--- config.mk ---
export PLATFORM = sky130hd
export DESIGN_NAME = versatile_interface_adapter
export DESIGN_NICKNAME = d
export VERILOG_FILES = /design/src/sv/via_pkg.sv /design/src/sv/via_core.sv /design/src/sv/versatile_interface_adapter.sv
export SDC_FILE = /design/constraint.sdc
export NUM_CORES = 1
export LEC_CHECK = 0
export BUFFER_PORTS_ARGS = -buffer_cell sky130_fd_sc_hd__buf_2
export CAP_MARGIN = 20
export CORE_AREA = 5 5 143 213
export CTS_BUF_LIST = sky130_fd_sc_hd__clkbuf_8
export DETAILED_ROUTE_END_ITERATION = 6
export DIE_AREA = 0 0 148 218
export HOLD_SLACK_MARGIN = 0.1
export SYNTH_ARGS = -nofsm -noshare
export SYNTH_HDL_FRONTEND = slang
export SYNTH_SLANG_ARGS = --single-unit
--- constraint.sdc ---
create_clock -name clk -period 5.9 [get_ports clk]
set_input_delay 0.295 -clock clk [delete_from_list [all_inputs] [get_ports clk]]
set_output_delay 0.295 -clock clk [all_outputs]
set_load 0.01 [all_outputs]
--- src/sv/via_pkg.sv ---
// via_pkg: shared types, register codes and helper functions for the
// interface adapter. No dependencies.
package via_pkg;

  typedef enum logic [3:0] {
    RS_ORB   = 4'd0,
    RS_ORA   = 4'd1,
    RS_DDRB  = 4'd2,
    RS_DDRA  = 4'd3,
    RS_T1CL  = 4'd4,
    RS_T1CH  = 4'd5,
    RS_T1LL  = 4'd6,
    RS_T1LH  = 4'd7,
    RS_T2CL  = 4'd8,
    RS_T2CH  = 4'd9,
    RS_SR    = 4'd10,
    RS_ACR   = 4'd11,
    RS_PCR   = 4'd12,
    RS_IFR   = 4'd13,
    RS_IER   = 4'd14,
    RS_ORA_NH = 4'd15
  } via_reg_t;

  // bit positions in the control flag word
  localparam int F_PREV_CA1 = 0;
  localparam int F_PREV_CA2 = 1;
  localparam int F_PREV_CB1 = 2;
  localparam int F_PREV_CB2 = 3;
  localparam int F_LATCH_A  = 4;
  localparam int F_LATCH_B  = 5;
  localparam int F_OUT_CA2  = 6;
  localparam int F_OUT_CB1  = 7;
  localparam int F_OUT_CB2  = 8;
  localparam int F_T1_START = 9;
  localparam int F_T1_RUN   = 10;
  localparam int F_T2_START = 11;
  localparam int F_T2_RUN   = 12;
  localparam int F_T2_DONE  = 13;
  localparam int F_SR_START = 14;
  localparam int F_SR_RUN   = 15;

  localparam logic [15:0] FLAGS_RESET = 16'h0140;

  localparam logic [1:0] T1_ONESHOT_PB7 = 2'b10;
  localparam logic [1:0] T1_FREE_PB7    = 2'b11;
  localparam logic [2:0] SR_OFF         = 3'd0;
  localparam logic [2:0] SR_OUT_FREE    = 3'd4;
  localparam logic [1:0] SR_SUB_CLK     = 2'd2;
  localparam logic [1:0] SR_SUB_EXT     = 2'd3;

  typedef struct packed {
    logic [7:0] read_data;
    logic       read_valid;
    logic       irq_n;
    logic [7:0] port_a_out;
    logic [7:0] port_a_dir;
    logic [7:0] port_b_out;
    logic [7:0] port_b_dir;
    logic [2:0] ctrl_drive;
    logic [2:0] ctrl_level;
  } via_res_t;

  function automatic logic cb1_driven(input logic [2:0] m);
    return (m != 3'd0) && (m != 3'd3) && (m != 3'd7);
  endfunction

  function automatic logic line2_level(input logic [3:0] ctl, input logic cur,
                                       input logic access, input logic act1);
    logic v;
    v = cur;
    case (ctl[3:1])
      3'b100: begin
        if (access) v = 1'b0;
        if (act1) v = 1'b1;
      end
      3'b101:  v = ~access;
      default: v = ctl[1];
    endcase
    return v;
  endfunction

endpackage

--- src/sv/via_core.sv ---
// via_core: adapter register state and the per-cycle update logic.
// Depends on via_pkg.
module via_core (
  input  logic               clk,
  input  logic               rst_n,
  input  logic               acc,
  input  logic               sel,
  input  logic               rd,
  input  logic [3:0]         addr,
  input  logic [7:0]         wdata,
  input  logic [7:0]         pa,
  input  logic [7:0]         pb,
  input  logic               ca1,
  input  logic               ca2,
  input  logic               cb1,
  input  logic               cb2,
  output via_pkg::via_res_t  res
);

  logic [7:0]  ora_r, orb_r, ddra_r, ddrb_r, ila_r, ilb_r, acr_r, pcr_r, ifr_r;
  logic [6:0]  ier_r;
  logic [15:0] t1l_r, t1c_r, t2l_r, t2c_r, f_r;
  logic [7:0]  sr_r, st_r;
  logic [3:0]  sc_r;
  logic        ppb6_r;

  logic [7:0]  ora_nxt, orb_nxt, ddra_nxt, ddrb_nxt, ila_nxt, ilb_nxt;
  logic [7:0]  acr_nxt, pcr_nxt, ifr_nxt, sr_nxt, st_nxt;
  logic [6:0]  ier_nxt;
  logic [15:0] t1l_nxt, t1c_nxt, t2l_nxt, t2c_nxt, f_nxt;
  logic [3:0]  sc_nxt;
  logic        ppb6_nxt;

  always_comb begin
    logic [3:0] pa_ctl, pb_ctl;
    logic ca1t, ca2t, cb1t, cb2t, cb1_rise, t1s, t2s, srs, pb6, run, go;
    logic [2:0] smode;
    logic ev_rd_a, ev_wr_a, ev_rd_b, ev_wr_b, ev_t1, ev_t2, ev_sr;
    logic [6:0] set, clr;
    logic [7:0] rdata;
    logic [2:0] drive, level;

    ora_nxt = ora_r; orb_nxt = orb_r; ddra_nxt = ddra_r; ddrb_nxt = ddrb_r;
    ila_nxt = ila_r; ilb_nxt = ilb_r; acr_nxt = acr_r; pcr_nxt = pcr_r;
    ifr_nxt = ifr_r; ier_nxt = ier_r; t1l_nxt = t1l_r; t1c_nxt = t1c_r;
    t2l_nxt = t2l_r; t2c_nxt = t2c_r; f_nxt = f_r; sr_nxt = sr_r;
    st_nxt = st_r; sc_nxt = sc_r; ppb6_nxt = ppb6_r;
    ev_rd_a = 1'b0; ev_wr_a = 1'b0; ev_rd_b = 1'b0; ev_wr_b = 1'b0;
    ev_t1 = 1'b0; ev_t2 = 1'b0; ev_sr = 1'b0;
    t1s = 1'b0; t2s = 1'b0; srs = 1'b0; go = 1'b0; run = 1'b0;
    rdata = 8'h00;

    pa_ctl = pcr_r[3:0];
    pb_ctl = pcr_r[7:4];
    if (!acr_r[0] || !f_r[via_pkg::F_LATCH_A]) ila_nxt = pa;
    if (!acr_r[1] || !f_r[via_pkg::F_LATCH_B]) ilb_nxt = pb;

    ca1t = pa_ctl[0] ? (ca1 && !f_r[via_pkg::F_PREV_CA1])
                     : (!ca1 && f_r[via_pkg::F_PREV_CA1]);
    ca2t = !pa_ctl[3] && (pa_ctl[2] ? (ca2 && !f_r[via_pkg::F_PREV_CA2])
                                    : (!ca2 && f_r[via_pkg::F_PREV_CA2]));
    cb1t = pb_ctl[0] ? (cb1 && !f_r[via_pkg::F_PREV_CB1])
                     : (!cb1 && f_r[via_pkg::F_PREV_CB1]);
    cb2t = !pb_ctl[3] && (pb_ctl[2] ? (cb2 && !f_r[via_pkg::F_PREV_CB2])
                                    : (!cb2 && f_r[via_pkg::F_PREV_CB2]));
    cb1_rise = cb1 && !f_r[via_pkg::F_PREV_CB1];
    if (ca1t) f_nxt[via_pkg::F_LATCH_A] = 1'b1;
    if (cb1t) f_nxt[via_pkg::F_LATCH_B] = 1'b1;
    f_nxt[via_pkg::F_PREV_CA1] = ca1;
    f_nxt[via_pkg::F_PREV_CA2] = ca2;
    f_nxt[via_pkg::F_PREV_CB1] = cb1;
    f_nxt[via_pkg::F_PREV_CB2] = cb2;

    // timer 1
    if (f_nxt[via_pkg::F_T1_START]) begin
      t1c_nxt = t1l_r;
      f_nxt[via_pkg::F_T1_START] = 1'b0;
      f_nxt[via_pkg::F_T1_RUN] = 1'b1;
      if (acr_r[7:6] == via_pkg::T1_ONESHOT_PB7) orb_nxt[7] = 1'b0;
    end else if (f_nxt[via_pkg::F_T1_RUN]) begin
      if (t1c_r == 16'd0) begin
        t1s = 1'b1;
        if (acr_r[7:6] == via_pkg::T1_FREE_PB7) orb_nxt[7] = ~orb_nxt[7];
        else if (acr_r[7:6] == via_pkg::T1_ONESHOT_PB7) orb_nxt[7] = 1'b1;
        f_nxt[via_pkg::F_T1_START] = acr_r[6];
        f_nxt[via_pkg::F_T1_RUN] = 1'b0;
      end
      t1c_nxt = t1c_r - 16'd1;
    end

    // timer 2, PB6 taken from the freshly updated latch
    pb6 = ilb_nxt[6];
    if (f_nxt[via_pkg::F_T2_START]) begin
      t2c_nxt = t2l_r;
      f_nxt[via_pkg::F_T2_START] = 1'b0;
      f_nxt[via_pkg::F_T2_RUN] = 1'b1;
      f_nxt[via_pkg::F_T2_DONE] = 1'b0;
      ppb6_nxt = pb6;
    end else if (f_nxt[via_pkg::F_T2_RUN]) begin
      if (t2c_r == 16'd0 && !f_nxt[via_pkg::F_T2_DONE]) begin
        t2s = 1'b1;
        f_nxt[via_pkg::F_T2_DONE] = 1'b1;
      end
      if (!acr_r[5] || (ppb6_r && !pb6)) t2c_nxt = t2c_r - 16'd1;
      ppb6_nxt = pb6;
    end

    // shift register
    smode = acr_r[4:2];
    if (f_nxt[via_pkg::F_SR_START]) begin
      f_nxt[via_pkg::F_SR_START] = 1'b0;
      f_nxt[via_pkg::F_SR_RUN] = 1'b1;
      sc_nxt = 4'd0;
      st_nxt = 8'd1;
      f_nxt[via_pkg::F_OUT_CB1] = 1'b1;
    end else if (smode != via_pkg::SR_OFF && f_nxt[via_pkg::F_SR_RUN]) begin
      run = 1'b1;
      if (sc_r >= 4'd8) begin
        if (smode != via_pkg::SR_OUT_FREE) begin
          f_nxt[via_pkg::F_SR_RUN] = 1'b0;
          srs = 1'b1;
          run = 1'b0;
        end else begin
          sc_nxt = 4'd0;
        end
      end
    end
    if (run) begin
      if (smode[1:0] == via_pkg::SR_SUB_CLK) begin
        f_nxt[via_pkg::F_OUT_CB1] = ~f_nxt[via_pkg::F_OUT_CB1];
        go = f_nxt[via_pkg::F_OUT_CB1];
      end else if (smode[1:0] == via_pkg::SR_SUB_EXT) begin
        go = cb1_rise;
      end else begin
        st_nxt = st_r - 8'd1;
        if (st_nxt == 8'd0) begin
          f_nxt[via_pkg::F_OUT_CB1] = ~f_nxt[via_pkg::F_OUT_CB1];
          go = f_nxt[via_pkg::F_OUT_CB1];
          st_nxt = t2l_r[7:0];
        end
      end
      if (go) begin
        if (smode[2]) begin
          f_nxt[via_pkg::F_OUT_CB2] = sr_r[7];
          sr_nxt = {sr_r[6:0], sr_r[7]};
        end else begin
          sr_nxt = {sr_r[6:0], cb2};
        end
        sc_nxt = sc_nxt + 4'd1;
      end
    end

    // bus access
    if (sel && !rd) begin
      case (via_pkg::via_reg_t'(addr))
        via_pkg::RS_ORB:  begin orb_nxt = wdata; ev_wr_b = 1'b1; end
        via_pkg::RS_ORA:  begin ora_nxt = wdata; ev_wr_a = 1'b1; end
        via_pkg::RS_DDRB: ddrb_nxt = wdata;
        via_pkg::RS_DDRA: ddra_nxt = wdata;
        via_pkg::RS_T1CL, via_pkg::RS_T1LL: t1l_nxt[7:0] = wdata;
        via_pkg::RS_T1CH: begin
          t1l_nxt[15:8] = wdata;
          ev_t1 = 1'b1;
          f_nxt[via_pkg::F_T1_START] = 1'b1;
        end
        via_pkg::RS_T1LH: begin t1l_nxt[15:8] = wdata; ev_t1 = 1'b1; end
        via_pkg::RS_T2CL: t2l_nxt[7:0] = wdata;
        via_pkg::RS_T2CH: begin
          t2l_nxt[15:8] = wdata;
          ev_t2 = 1'b1;
          f_nxt[via_pkg::F_T2_START] = 1'b1;
        end
        via_pkg::RS_SR: begin
          sr_nxt = wdata;
          ev_sr = 1'b1;
          f_nxt[via_pkg::F_SR_START] = 1'b1;
        end
        via_pkg::RS_ACR: begin
          acr_nxt = wdata;
          if (via_pkg::cb1_driven(wdata[4:2])) f_nxt[via_pkg::F_OUT_CB1] = 1'b1;
        end
        via_pkg::RS_PCR: pcr_nxt = wdata;
        via_pkg::RS_IFR: ifr_nxt = ifr_r & ~{1'b0, wdata[6:0]};
        via_pkg::RS_IER: begin
          if (wdata[7]) ier_nxt = ier_r | wdata[6:0];
          else ier_nxt = ier_r & ~wdata[6:0];
        end
        default: ora_nxt = wdata;
      endcase
    end else if (sel) begin
      case (via_pkg::via_reg_t'(addr))
        via_pkg::RS_ORB: begin
          ev_rd_b = 1'b1;
          rdata = (ilb_nxt & ~ddrb_r) | (orb_nxt & ddrb_r);
        end
        via_pkg::RS_ORA:  begin ev_rd_a = 1'b1; rdata = ila_nxt; end
        via_pkg::RS_DDRB: rdata = ddrb_r;
        via_pkg::RS_DDRA: rdata = ddra_r;
        via_pkg::RS_T1CL: begin ev_t1 = 1'b1; rdata = t1c_nxt[7:0]; end
        via_pkg::RS_T1CH: rdata = t1c_nxt[15:8];
        via_pkg::RS_T1LL: rdata = t1l_r[7:0];
        via_pkg::RS_T1LH: rdata = t1l_r[15:8];
        via_pkg::RS_T2CL: begin ev_t2 = 1'b1; rdata = t2c_nxt[7:0]; end
        via_pkg::RS_T2CH: rdata = t2c_nxt[15:8];
        via_pkg::RS_SR: begin
          ev_sr = 1'b1;
          f_nxt[via_pkg::F_SR_START] = 1'b1;
          rdata = sr_nxt;
        end
        via_pkg::RS_ACR: rdata = acr_r;
        via_pkg::RS_PCR: rdata = pcr_r;
        via_pkg::RS_IFR: rdata = ifr_r;
        via_pkg::RS_IER: rdata = {1'b1, ier_r};
        default:         rdata = pa;
      endcase
      if (ev_rd_a) f_nxt[via_pkg::F_LATCH_A] = 1'b0;
      if (ev_rd_b) f_nxt[via_pkg::F_LATCH_B] = 1'b0;
    end

    // CA2 / CB2 output modes follow the new PCR
    pa_ctl = pcr_nxt[3:0];
    pb_ctl = pcr_nxt[7:4];
    if (pa_ctl[3])
      f_nxt[via_pkg::F_OUT_CA2] = via_pkg::line2_level(pa_ctl,
          f_nxt[via_pkg::F_OUT_CA2], ev_rd_a | ev_wr_a, ca1t);
    if (pb_ctl[3] && !acr_nxt[4])
      f_nxt[via_pkg::F_OUT_CB2] = via_pkg::line2_level(pb_ctl,
          f_nxt[via_pkg::F_OUT_CB2], ev_wr_b, cb1t);

    set = {t1s, t2s, cb1t, cb2t, srs, ca1t, ca2t};
    clr = {ev_t1, ev_t2, {2{ev_rd_b | ev_wr_b}}, ev_sr, {2{ev_rd_a | ev_wr_a}}};
    // independent-interrupt modes keep CA2/CB2 flags on port access
    if (pcr_nxt[3] == 1'b0 && pcr_nxt[1] == 1'b1) clr[0] = 1'b0;
    if (pcr_nxt[7] == 1'b0 && pcr_nxt[5] == 1'b1) clr[3] = 1'b0;
    ifr_nxt[6:0] = (ifr_nxt[6:0] | set) & ~clr;
    ifr_nxt[7] = |(ifr_nxt[6:0] & ier_nxt);

    drive = 3'b000;
    level = 3'b000;
    if (pcr_nxt[3]) begin
      drive[0] = 1'b1;
      level[0] = f_nxt[via_pkg::F_OUT_CA2];
    end
    if (via_pkg::cb1_driven(acr_nxt[4:2])) begin
      drive[1] = 1'b1;
      level[1] = f_nxt[via_pkg::F_OUT_CB1];
    end
    if (pcr_nxt[7] || acr_nxt[4]) begin
      drive[2] = 1'b1;
      level[2] = f_nxt[via_pkg::F_OUT_CB2];
    end

    res.read_data  = rdata;
    res.read_valid = sel && rd;
    res.irq_n      = ~ifr_nxt[7];
    res.port_a_out = ora_nxt;
    res.port_a_dir = ddra_nxt;
    res.port_b_out = orb_nxt;
    res.port_b_dir = ddrb_nxt;
    res.ctrl_drive = drive;
    res.ctrl_level = level;
  end

  always_ff @(posedge clk) begin
    if (!rst_n) begin
      ora_r <= '0; orb_r <= '0; ddra_r <= '0; ddrb_r <= '0;
      ila_r <= '0; ilb_r <= '0; acr_r <= '0; pcr_r <= '0;
      ifr_r <= '0; ier_r <= '0; t1l_r <= '0; t1c_r <= '0;
      t2l_r <= '0; t2c_r <= '0; sr_r <= '0; sc_r <= '0; st_r <= '0;
      f_r <= via_pkg::FLAGS_RESET;
      ppb6_r <= 1'b0;
    end else if (acc) begin
      ora_r <= ora_nxt; orb_r <= orb_nxt; ddra_r <= ddra_nxt; ddrb_r <= ddrb_nxt;
      ila_r <= ila_nxt; ilb_r <= ilb_nxt; acr_r <= acr_nxt; pcr_r <= pcr_nxt;
      ifr_r <= ifr_nxt; ier_r <= ier_nxt; t1l_r <= t1l_nxt; t1c_r <= t1c_nxt;
      t2l_r <= t2l_nxt; t2c_r <= t2c_nxt; sr_r <= sr_nxt; sc_r <= sc_nxt;
      st_r <= st_nxt; f_r <= f_nxt; ppb6_r <= ppb6_nxt;
    end
  end

endmodule

--- src/sv/versatile_interface_adapter.sv ---
// Each request is one bus clock cycle of the adapter: register access,
// timers, shifter and interrupt logic all advance once per request. A request
// is taken every clock unless the output is stalled; its result appears in
// the output register in the next cycle, and a request is still taken while
// that result waits, as long as the result is taken in the same cycle.
// Throughput is one request per clock unless stalled, set by the single
// register state update in via_core. versatile_interface_adapter: handshake
// and result register around via_core. Depends on via_pkg and via_core.
module versatile_interface_adapter (
  input  logic       clk,
  input  logic       rst_n,
  input  logic       in_valid,
  output logic       in_stall,
  input  logic       in_select,
  input  logic       in_func,
  input  logic [3:0] in_reg_addr,
  input  logic [7:0] in_write_data,
  input  logic [7:0] in_port_a_pins,
  input  logic [7:0] in_port_b_pins,
  input  logic       in_ca1_pin,
  input  logic       in_ca2_pin,
  input  logic       in_cb1_pin,
  input  logic       in_cb2_pin,
  output logic       out_valid,
  input  logic       out_stall,
  output logic [7:0] out_read_data,
  output logic       out_read_valid,
  output logic       out_irq_n,
  output logic [7:0] out_port_a_out,
  output logic [7:0] out_port_a_dir,
  output logic [7:0] out_port_b_out,
  output logic [7:0] out_port_b_dir,
  output logic [2:0] out_ctrl_drive,
  output logic [2:0] out_ctrl_level
);

  logic               acc;
  logic               out_valid_r;
  via_pkg::via_res_t  res;
  via_pkg::via_res_t  res_r;

  assign in_stall = out_valid_r && out_stall;
  assign acc      = in_valid && !in_stall;

  via_core u_core (
    .clk   (clk),
    .rst_n (rst_n),
    .acc   (acc),
    .sel   (in_select),
    .rd    (in_func),
    .addr  (in_reg_addr),
    .wdata (in_write_data),
    .pa    (in_port_a_pins),
    .pb    (in_port_b_pins),
    .ca1   (in_ca1_pin),
    .ca2   (in_ca2_pin),
    .cb1   (in_cb1_pin),
    .cb2   (in_cb2_pin),
    .res   (res)
  );

  always_ff @(posedge clk) begin
    if (!rst_n) begin
      out_valid_r <= 1'b0;
    end else if (!in_stall) begin
      out_valid_r <= in_valid;
    end
  end

  always_ff @(posedge clk) begin
    if (acc) begin
      res_r <= res;
    end
  end

  assign out_valid      = out_valid_r;
  assign out_read_data  = res_r.read_data;
  assign out_read_valid = res_r.read_valid;
  assign out_irq_n      = res_r.irq_n;
  assign out_port_a_out = res_r.port_a_out;
  assign out_port_a_dir = res_r.port_a_dir;
  assign out_port_b_out = res_r.port_b_out;
  assign out_port_b_dir = res_r.port_b_dir;
  assign out_ctrl_drive = res_r.ctrl_drive;
  assign out_ctrl_level = res_r.ctrl_level;

endmodule

After elaboration in Yosys (flattened, before gate mapping)

Index checks and enable logic that the tools add are counted.

Input bits: 38
Flip-flop bits (word level): 229
Output and inout bits: 50

Eq/ne operators: 27
Bitwise operators: 23
$add $sub $neg: 4
$lt $le $gt $ge: 1
Multiplexer cells: 137
Reductions and logical operators: 75

Operators with widths:

| kind                                                                   | count |
|---|---|
| 8-bit 2-to-1 mux                                                       | 21 |
| 8-bit case mux with 15 select lines                                    | 1 |
| 1-bit 2-to-1 mux                                                       | 89 |
| 16-bit 2-to-1 mux                                                      | 5 |
| 7-bit 2-to-1 mux                                                       | 5 |
| 16-bit logical NOT                                                     | 2 |
| 16-bit by 1-bit subtractor with 16-bit output (second input constant)  | 2 |
| 7-bit bitwise AND                                                      | 4 |
| 4-bit equality test (second input constant)                            | 7 |
| 1-bit logical AND                                                      | 24 |
| 4-bit 2-to-1 mux                                                       | 6 |
| 7-bit NOT                                                              | 3 |
| 3-bit AND reduction                                                    | 7 |
| 1-bit logical NOT                                                      | 20 |
| 8-bit bitwise AND                                                      | 2 |
| 4-bit by 3-bit equality test with 1-bit output (second input constant) | 4 |
| 7-bit OR                                                               | 2 |
| 14-bit OR reduction                                                    | 1 |
| 3-bit equality test (second input constant)                            | 4 |
| 2-bit 2-to-1 mux                                                       | 6 |
| 5-bit 2-to-1 mux                                                       | 2 |
| 2-bit nonzero test                                                     | 5 |
| 3-bit inequality test (second input constant)                          | 3 |
| 3-bit nonzero test                                                     | 3 |
| 19 further kinds                                                       | 39 |

Logic depth before layout (Yosys ltp)

Gate-level depths: netlist of the first run.

Depth after elaboration: 13
Depth in mapped cells: 15
Mapped depth without buffers: 14

Cells and area by module

A second synthesis of the first run with hierarchy kept.

Cell total of the unflattened synthesis: 1,509
Area, all modules: 12,470.7 µm²

By module, submodules not included:

| module                      | sequential area each (µm²) | times used | cells each | area each (µm²) |
|---|---|---|---|---|
| via_core                    | 3,603.5                    | 1          | 1,457      | 10,986.8 |
| versatile_interface_adapter | 1,461.4                    | 1          | 52         | 1,483.9 |

Worst setup path after synthesis of the first run

OpenSTA, ideal clock, no wires.

Path type: register to register
Start: register u_core.st_r[0]
End: register res_r, in the netlist out_read_data[1], data pin
Period minus slack after synthesis: 3.277 ns
Required time: 5.639 ns
Arrival time: 3.016 ns
Path buffers: 0
Cell stages (with the launch flop): 15
Path slack: 2.623 ns
Path through: dfxtp_1 > inv_1 > ha_1 > nand2b_1 > o41ai_1 > nand3_1 > nor3_2 > ha_1 > nor2_1 > a21oi_1 > nand2_1 > mux2_2 > a211o_1 > a211oi_1 > a21oi_1

Word-level cells in the longest chain between the ends: 9

Ends and longest elaborated chain:

| what                                        | line                              | RTL |
|---|---|---|
| from (decl)                                 | via_core.sv:23                    | `logic [7:0] sr_r, st_r;` |
| from (signal assigned)                      | via_core.sv:277                   | `st_r <= st_nxt; f_r <= f_nxt; ppb6_r <= ppb6_nxt;` |
| 8-bit by 1-bit subtractor with 8-bit output | via_core.sv:135                   | `st_nxt = st_r - 8'd1;` |
| 8-bit logical NOT                           | via_core.sv:136                   | `if (st_nxt == 8'd0) begin` |
| 1-bit 2-to-1 mux                            | via_core.sv:136                   |  |
| 1-bit 2-to-1 mux                            | via_core.sv:132                   | `end else if (smode[1:0] == via_pkg::SR_SUB_EXT) begin` |
| 1-bit 2-to-1 mux                            | via_core.sv:129                   | `if (smode[1:0] == via_pkg::SR_SUB_CLK) begin` |
| 1-bit 2-to-1 mux                            | via_core.sv:128                   | `if (run) begin` |
| 8-bit 2-to-1 mux                            | via_core.sv:142                   | `if (go) begin` |
| 8-bit 2-to-1 mux                            | via_core.sv:128                   |  |
| 8-bit case mux with 15 select lines         | via_core.sv:191                   | `case (via_pkg::via_reg_t'(addr))` |
| to (signal assigned)                        | versatile_interface_adapter.sv:72 | `res_r <= res;` |
| to (decl)                                   | versatile_interface_adapter.sv:40 | `via_pkg::via_res_t res_r;` |

No other way between the ends. The select of a mux whose other input is x is not followed.
A chain may end at the register's enable or synchronous reset.

Final worst setup path of the first run

Ends and elaborated chain as after synthesis.

==> impl_metrics.prom, run 1 <==
# TYPE chip_impl_metric gauge
chip_impl_metric{name="cts_made_buffers",unit=""} 38
chip_impl_metric{name="timing_hold_violations_final",unit=""} 0
chip_impl_metric{name="row_count",unit=""} 76
chip_impl_metric{name="n_fill_cell",unit=""} 2773
chip_impl_metric{name="sequential_area_share_after_synthesis",unit="%"} 40.3
chip_impl_metric{name="synth_fp_nets",unit=""} 1582
chip_impl_metric{name="dr.pass1.iters",unit=""} 5
chip_impl_metric{name="fin_tns_setup",unit="ns"} 0
chip_impl_metric{name="synth-async-reset-ratio",unit="%"} 0
chip_impl_metric{name="cts_buffer_depth",unit=""} 3
chip_impl_metric{name="grt_pass1_wl",unit="microns"} 66600
chip_impl_info{name="clk_root_buffer_cell",value="clkbuf_8"} 1
chip_impl_metric{name="path_clk_slew",unit="ns"} 0.07
chip_impl_info{name="status",value="finished clean"} 1
chip_impl_metric{name="final_antenna_net_count",unit=""} 0
chip_impl_metric{name="post_drt_wl_per_cell",unit="microns"} 22.2
chip_impl_metric{name="worst-slew-pin-transition",unit="ns"} 1.01
chip_impl_metric{name="cts_setup_buffers",unit=""} 0
chip_impl_metric{name="critical_path_arrival",unit="ns"} 4.51
chip_impl_metric{name="required",unit="ns"} 6.22
chip_impl_metric{name="diodes",unit=""} 0
chip_impl_metric{name="max_freq",unit="GHz"} 0.239
chip_impl_metric{name="chipHeight",unit="microns"} 218
chip_impl_metric{name="maxCapViolations",unit=""} 0
chip_impl_metric{name="design.die.area",unit="sq um"} 32300
chip_impl_metric{name="final_util",unit="%"} 49.5
chip_impl_metric{name="dpl.hpwl",unit="microns"} 29700
chip_impl_metric{name="grt_antenna_before_repair",unit=""} 0
chip_impl_metric{name="track_usage",unit="%"} 26.3
chip_impl_info{name="timing.hold.worst.class",value="in2reg"} 1
chip_impl_metric{name="drt_drc_violations_left",unit=""} 0
chip_impl_metric{name="count_of_distinct_cell_types_in_the_synthesized_netlist",unit=""} 84
chip_impl_metric{name="netlist_area",unit="sq um"} 12600
chip_impl_metric{name="cts_repair_resize_count",unit=""} 0
chip_impl_metric{name="fin_crit",unit="ns"} 4.19
chip_impl_metric{name="synth.yosys.warnings",unit=""} 0
chip_impl_metric{name="synth-seq-cells",unit=""} 229
chip_impl_metric{name="num-nets-final",unit=""} 1624
chip_impl_metric{name="synth_area_per_cell",unit="sq um"} 8.17
chip_impl_metric{name="timing.final.setup_violations",unit=""} 0
chip_impl_metric{name="vdd_drop_max",unit="V"} 0.000143
chip_impl_metric{name="maxSlewHeadroom",unit="%"} 32.4
chip_impl_metric{name="clock_insertion_delay_worst_skew",unit="ns"} 0.57
chip_impl_info{name="critical_path_class",value="reg2reg"} 1
chip_impl_info{name="rsz_0062_raised_after_global_routing",value="false"} 1
chip_impl_metric{name="fin_skew",unit="ns"} 0.0361
chip_impl_metric{name="grt_start_max_net_pins",unit=""} 88
chip_impl_info{name="synth-main-ff-cell",value="dfxtp_1"} 1
chip_impl_metric{name="grt_remaining_overflow",unit=""} 0
chip_impl_metric{name="avgViaCountPerCell",unit=""} 6.11
chip_impl_metric{name="fraction_of_final_layout_cells_sized_beyond_drive_strength_1",unit="%"} 13.0
chip_impl_metric{name="finalWirelength",unit="microns"} 43500
chip_impl_metric{name="floorplan.io_pins",unit=""} 88
chip_impl_metric{name="number_of_synthesized_flops_with_an_enable_pin",unit=""} 48
chip_impl_metric{name="drtIter0Drc",unit=""} 1083
chip_impl_metric{name="placement.io_buffers",unit=""} 87
chip_impl_metric{name="gp_routability_congestion",unit=""} 0.967
chip_impl_metric{name="clock_sink_count",unit=""} 229
chip_impl_metric{name="area_growth",unit="%"} 11.9
chip_impl_metric{name="totalPowerFinal",unit="uW"} 3500
chip_impl_metric{name="cellPowerDensity",unit="nW/um^2"} 249
chip_impl_metric{name="ctsHtreeMaxLevel",unit=""} 2
chip_impl_metric{name="via_count",unit=""} 12000
chip_impl_metric{name="design.core.area",unit="sq um"} 28400
chip_impl_metric{name="layout_worst_path_cycle_share",unit="%"} 71.0
chip_impl_metric{name="p_leak",unit="uW"} 0.00539
chip_impl_metric{name="critPathMaxFanout",unit=""} 16
chip_impl_metric{name="netlist_instances",unit=""} 1537
chip_impl_info{name="critical_path.startpoint_type",value="flip-flop"} 1
chip_impl_metric{name="initial_utilization",unit="%"} 44.2
chip_impl_metric{name="final.hold.worst_slack",unit="ns"} 0.132
chip_impl_metric{name="finalMaxSlewViolations",unit=""} 0
chip_impl_info{name="setup.worst_path.end_class",value="flip-flop"} 1
chip_impl_metric{name="grt_pass1_vias",unit=""} 11400
chip_impl_metric{name="dieWidth",unit="microns"} 148
chip_impl_info{name="tritoncts",value="done"} 1
==> cells in the mapped netlist, drive strengths merged (5+ instances only) <==
cell / count / area, sq um
dfxtp: 181 / 3620
mux2: 41 / 462
buf: 12 / 58.8
o21ai: 104 / 521
edfxtp: 48 / 1440
nor4: 11 / 75.1
nand3: 55 / 280
or4: 5 / 45.0
clkbuf: 102 / 383
xor2: 13 / 114
nor3b: 7 / 57.6
a21o: 5 / 37.5
mux2i: 83 / 831
nand3b: 10 / 75.1
o32ai: 5 / 43.8
or3: 27 / 174
nor3: 37 / 211
a211oi: 15 / 113
a221oi: 16 / 140
nor2: 174 / 653
a31oi: 11 / 68.8
nand2b: 13 / 81.3
o31ai: 6 / 50.1
and2: 19 / 119
ha: 7 / 87.6
and3: 9 / 56.3
a22oi: 17 / 128
inv: 24 / 90.1
o221ai: 8 / 70.1
o211ai: 8 / 70.1
o21a: 5 / 37.5
xnor2: 14 / 123
nor2b: 9 / 56.3
a21boi: 9 / 67.6
nand2: 210 / 791
a21oi: 145 / 726
o22ai: 8 / 50.1
nand4: 8 / 50.1
==> cells by family (layout without fill, tap and decap cells) <==
group	Yosys count	in the layout	share of synthesized area, %
xor gates and xnor gates	27	27	1.88
muxes	124	124	10.3
DFF	229	229	40.3
adders and majority gates	7	7	0.697
buffers and inverters	139	209	4.26
and+or+nand+nor	614	614	23.1
AOI/OAI and AO/OA	397	397	19.5
==> per-stage QoR <==
stage / instance area, sq um / cells / setup WS (ns)
3_3_place_gp: 13100 / 1867 / 1.93
6_report: 14100 / 1958 / 1.71
5_1_grt: 14100 / 1958 / 1.35
4_1_cts: 14000 / 1957 / 1.81
3_5_place_dp: 13100 / 1868 / 1.82
2_1_floorplan: 12600 / 1537 / 2.62
==> worst paths after layout <==
check | to | start | slack (ns) | cells past startpoint
worst max-delay path | out_read_data[1]$_SDFFCE_PP0P_ | u_core.st_r[0]$_SDFFE_PN0P_ | 1.71 | 14
worst min-delay path | u_core.f_r[14]$_SDFFE_PN0P_ | in_select | 0.13 | 3
worst max register to register | out_read_data[1]$_SDFFCE_PP0P_ | u_core.st_r[0]$_SDFFE_PN0P_ | 1.71 | 14
worst min register to register | u_core.ila_r[7]$_SDFFE_PN0P_ | u_core.ila_r[7]$_SDFFE_PN0P_ | 0.45 | 2
==> cells in the final DEF, fill, tap and decap left out, types with 6 or more instances in the layout <==
cell	netlist	layout
mux2_2	41	41
nor2b_1	9	9
nand2_1	209	208
mux2i_1	83	83
nor3b_1	6	6
a31oi_1	11	11
or3_1	26	26
buf_2	5	87
ha_1	7	7
a21boi_0	8	8
a221oi_1	16	16
inv_1	24	35
a21oi_1	145	145
a22oi_1	17	17
edfxtp_1	48	48
nand3_1	54	54
xnor2_1	14	14
dlygate4sd3_1	0	21
clkbuf_8	0	46
nor3_1	33	33
nand4_1	8	8
a211oi_1	15	15
o21ai_0	104	104
o22ai_1	8	8
o211ai_1	6	6
nor4_1	10	10
nand3b_1	10	10
and2_1	18	18
xor2_1	13	13
and3_1	9	9
nor2_1	174	174
o221ai_1	8	8
nand2b_1	13	13
dfxtp_1	181	181
==> critical path, stage by stage, from the launching register on <==
cell and delay (ns):
dfxtp_1 0.35, inv_1 0.12, ha_1 0.27, nand2b_1 0.10, o41ai_1 0.35, nand3_1 0.22
nor3_2 0.55, ha_1 0.24, nor2_1 0.05, a21oi_1 0.27, nand2_1 0.42, mux2_2 0.42
a211o_1 0.29, a211oi_1 0.21, a21oi_1 0.10
==> where the power goes <==
group,switching [uW],internal [uW],total [uW]
Clock,681,781,1460
Combinational,248,114,363
Sequential,34.0,1640,1680
Total,964,2540,3500
==> sequential cells by signal (all words and copies together), names as in the netlist, 4 cells and up <==
| name | cells |
|---|---|
| out_port_a_dir | 8 |
| out_port_a_out | 8 |
| out_port_b_dir | 8 |
| out_port_b_out | 8 |
| out_read_data | 8 |
| u_core.acr_r | 8 |
| u_core.ddra_r | 8 |
| u_core.ddrb_r | 8 |
| u_core.f_r | 16 |
| u_core.ier_r | 7 |
| u_core.ifr_r | 8 |
| u_core.ila_r | 8 |
| u_core.ilb_r | 8 |
| u_core.ora_r | 8 |
| u_core.orb_r | 8 |
| u_core.pcr_r | 8 |
| u_core.sc_r | 4 |
| u_core.sr_r | 8 |
| u_core.st_r | 8 |
| u_core.t1c_r | 16 |
| u_core.t1l_r | 16 |
| u_core.t2c_r | 16 |
| u_core.t2l_r | 16 |
==> per-layer routing <==
layer | global-route usage [%] | vias up | share of wire (%)
met5 | 0 | - | 0
met4 | 12.6 | 0 | 5.4
met3 | 3.53 | 120 | 6.8
met2 | 44.8 | 490 | 48
met1 | 32.7 | 5739 | 40
li1 | - | 5613 | -
==> repair_timing <==
item / CTS / global route
endpoints found under the hold margin: 20 / 0
setup endpoints to repair: 0 / 0
hold buffers: 21 / 0
==> area by class of cell <==
| type | count | area (sq um) | share of cell area [%] |
|---|---|---|---|
| sequential | 229 | 5060 | 36.0 |
| clock buffer | 45 | 619 | 4.40 |
| inverter | 25 | 98.8 | 0.703 |
| tap | 351 | 439 | 3.12 |
| clock inverter | 23 | 150 | 1.07 |
| timing repair buffer | 116 | 721 | 5.12 |
| multi-input combinational | 1169 | 6970 | 49.6 |
Power figures use the tool's default switching activity.
==> run 2, diff against run 1 <==
clock period = 3.5 ns   (was 5.9 ns; I/O delays follow)
==> run 2 against run 1 <==
Effect of this change: register-to-register slack lost 1.5 ns; count of clock-buffer cells in the layout increased by 2; first-iteration DRC count down 7.4%; global-route usage increased by 0.60 points; clock power grew 77%; highest routed layer unchanged.
==> impl_metrics.prom, run 2 (synthesized netlist as in run 1, its figures left out) <==
# TYPE chip_impl_metric gauge
chip_impl_info{name="status",value="finished clean"} 1
chip_impl_info{name="mostFrequentLayoutCells",value="208 x nand2_1, 181 x dfxtp_1, 174 x nor2_1, 144 x a21oi_1, 104 x o21ai_0"} 1
chip_impl_metric{name="finalMaxSlewViolations",unit=""} 0
chip_impl_metric{name="diodes",unit=""} 0
chip_impl_metric{name="placement.io_buffers",unit=""} 87
chip_impl_metric{name="final_util",unit="%"} 50.8
chip_impl_info{name="tritoncts",value="done"} 1
chip_impl_metric{name="place_area",unit="sq um"} 13300
chip_impl_metric{name="gp_routability_congestion",unit=""} 0.985
chip_impl_metric{name="final_antenna_net_count",unit=""} 0
chip_impl_metric{name="clock_sink_count",unit=""} 229
chip_impl_info{name="critical_path.startpoint_type",value="flip-flop"} 1
chip_impl_info{name="layout.cells.most_common",value="nand2_1"} 1
chip_impl_metric{name="p_leak",unit="uW"} 0.00562
chip_impl_metric{name="layoutNonFillerInstCount",unit=""} 1999
chip_impl_metric{name="critical_path_arrival",unit="ns"} 3.63
chip_impl_metric{name="cts_buffer_depth",unit=""} 3
chip_impl_metric{name="n_fill_cell",unit=""} 2769
chip_impl_metric{name="grt_remaining_overflow",unit=""} 0
chip_impl_metric{name="row_count",unit=""} 76
chip_impl_metric{name="required",unit="ns"} 3.80
chip_impl_metric{name="dieWidth",unit="microns"} 148
chip_impl_metric{name="worst-slew-pin-transition",unit="ns"} 1.09
chip_impl_metric{name="area_of_the_multi_input_gates",unit="sq um"} 7000
chip_impl_metric{name="area_growth",unit="%"} 15.0
chip_impl_metric{name="cellPowerDensity",unit="nW/um^2"} 420
chip_impl_metric{name="grt_pass1_vias",unit=""} 11300
chip_impl_metric{name="totalPowerFinal",unit="uW"} 6060
chip_impl_metric{name="stdcell_area",unit="sq um"} 14400
chip_impl_metric{name="fin_crit",unit="ns"} 3.33
chip_impl_metric{name="grt_start_max_net_pins",unit=""} 70
chip_impl_metric{name="finalWirelength",unit="microns"} 44400
chip_impl_metric{name="maxSlewHeadroom",unit="%"} 27.2
chip_impl_metric{name="post_drt_wl_per_cell",unit="microns"} 22.2
chip_impl_metric{name="initial_utilization",unit="%"} 44.2
chip_impl_metric{name="avgViaCountPerCell",unit=""} 6.04
chip_impl_metric{name="maxCapViolations",unit=""} 0
chip_impl_metric{name="fin_skew",unit="ns"} 0.0253
chip_impl_metric{name="via_count",unit=""} 12100
chip_impl_metric{name="vdd_drop_max",unit="V"} 0.000262
chip_impl_metric{name="layout_worst_path_cycle_share",unit="%"} 95.2
chip_impl_metric{name="num-nets-final",unit=""} 1663
chip_impl_metric{name="cts_made_buffers",unit=""} 39
chip_impl_metric{name="finalWorstSetupSlack",unit="ns"} 0.170
chip_impl_metric{name="drt_drc_violations_left",unit=""} 0
chip_impl_metric{name="timing_hold_violations_final",unit=""} 0
chip_impl_metric{name="rrSetupSlack",unit="ns"} 0.17
chip_impl_metric{name="max_freq",unit="GHz"} 0.300
chip_impl_metric{name="grt_pass1_wl",unit="microns"} 67600
chip_impl_info{name="clk_root_buffer_cell",value="clkbuf_8"} 1
chip_impl_metric{name="fraction_of_final_layout_cells_sized_beyond_drive_strength_1",unit="%"} 15.6
chip_impl_info{name="timing.hold.worst.class",value="in2reg"} 1
chip_impl_metric{name="timing.final.setup_violations",unit=""} 0
chip_impl_metric{name="critPathMaxFanout",unit=""} 5
chip_impl_metric{name="track_usage",unit="%"} 26.9
chip_impl_metric{name="clock_insertion_delay_worst_skew",unit="ns"} 0.56
chip_impl_metric{name="path_clk_slew",unit="ns"} 0.06
chip_impl_metric{name="area.sequential",unit="sq um"} 5060
chip_impl_info{name="setup.worst_path.end_class",value="flip-flop"} 1
chip_impl_metric{name="chipHeight",unit="microns"} 218
chip_impl_metric{name="dp.cells",unit=""} 1901
chip_impl_metric{name="drtIter0Drc",unit=""} 1003
chip_impl_info{name="critical_path_class",value="reg2reg"} 1
chip_impl_metric{name="dr.pass1.iters",unit=""} 5
chip_impl_metric{name="grt_antenna_before_repair",unit=""} 0
chip_impl_metric{name="floorplan.io_pins",unit=""} 88
chip_impl_metric{name="design.die.area",unit="sq um"} 32300
chip_impl_metric{name="dpl.hpwl",unit="microns"} 31000
chip_impl_metric{name="ctsHtreeMaxLevel",unit=""} 2
chip_impl_metric{name="design.core.area",unit="sq um"} 28400
chip_impl_metric{name="dp_worst_setup_slack",unit="ns"} 0.00816
==> run 2: per-layer routing <==
metal	track usage [%]	routed length, microns	up-vias
met5	0	0	-
met4	11.9	2150	0
met1	33.8	18200	5839
met3	3.14	2480	103
met2	46.2	21600	436
li1	-	-	5690
==> run 2: critical path, cell delays in order, from the launching register on <==
cell and delay, ns:
dfxtp_1 0.34, inv_1 0.11, ha_1 0.26, nand2b_1 0.12, or3b_2 0.49, nand3_1 0.15
nor3_2 0.07, ha_1 0.20, nor2_1 0.18, a21oi_2 0.08, nand2_1 0.10, mux2_2 0.34
a211o_1 0.30, a211oi_1 0.23, a21oi_1 0.10
==> run 2: layout make-up <==
| type | count | share of cell area [%] |
|---|---|---|
| multi-input cells | 1169 | 48.4 |
| flip-flops and latches | 229 | 35.1 |
| repair buffers | 154 | 7.01 |
| clock buffers | 47 | 4.48 |
| well taps | 351 | 3.04 |
| clock inverters | 24 | 1.29 |
| inverters | 25 | 0.684 |
==> run 2: timing repair <==
action,4_1_cts,5_1_grt
hold buffers,25,0
endpoints found under the hold margin,32,0
buffers inserted,0,2
pin swaps,0,1
setup endpoints to repair,3,7
resized for setup,2,4
==> run 2: through the flow <==
stage / TNS (ns) / hold slack [ns]
3_3_place_gp: 0 / 0.430
4_1_cts: 0 / 0.130
5_1_grt: -0.00878 / 0.163
3_5_place_dp: 0 / 0.434
2_1_floorplan: 0 / 0.299
6_report: 0 / 0.166
==> run 2: final timing paths <==
kind | to | startpoint | cells after the start
worst max-delay path | out_read_data[1]$_SDFFCE_PP0P_ | u_core.st_r[0]$_SDFFE_PN0P_ | 14
worst min-delay path | u_core.t2l_r[8]$_SDFFE_PN0P_ | in_write_data[0] | 3
worst max register to register | out_read_data[1]$_SDFFCE_PP0P_ | u_core.st_r[0]$_SDFFE_PN0P_ | 14
worst min register to register | u_core.ila_r[0]$_SDFFE_PN0P_ | u_core.ila_r[0]$_SDFFE_PN0P_ | 2
==> run 2: power by group <==
part | internal [uW] | switching (uW)
registers | 2770 | 56.9
logic | 211 | 428
clock network | 1450 | 1150
total | 4430 | 1630
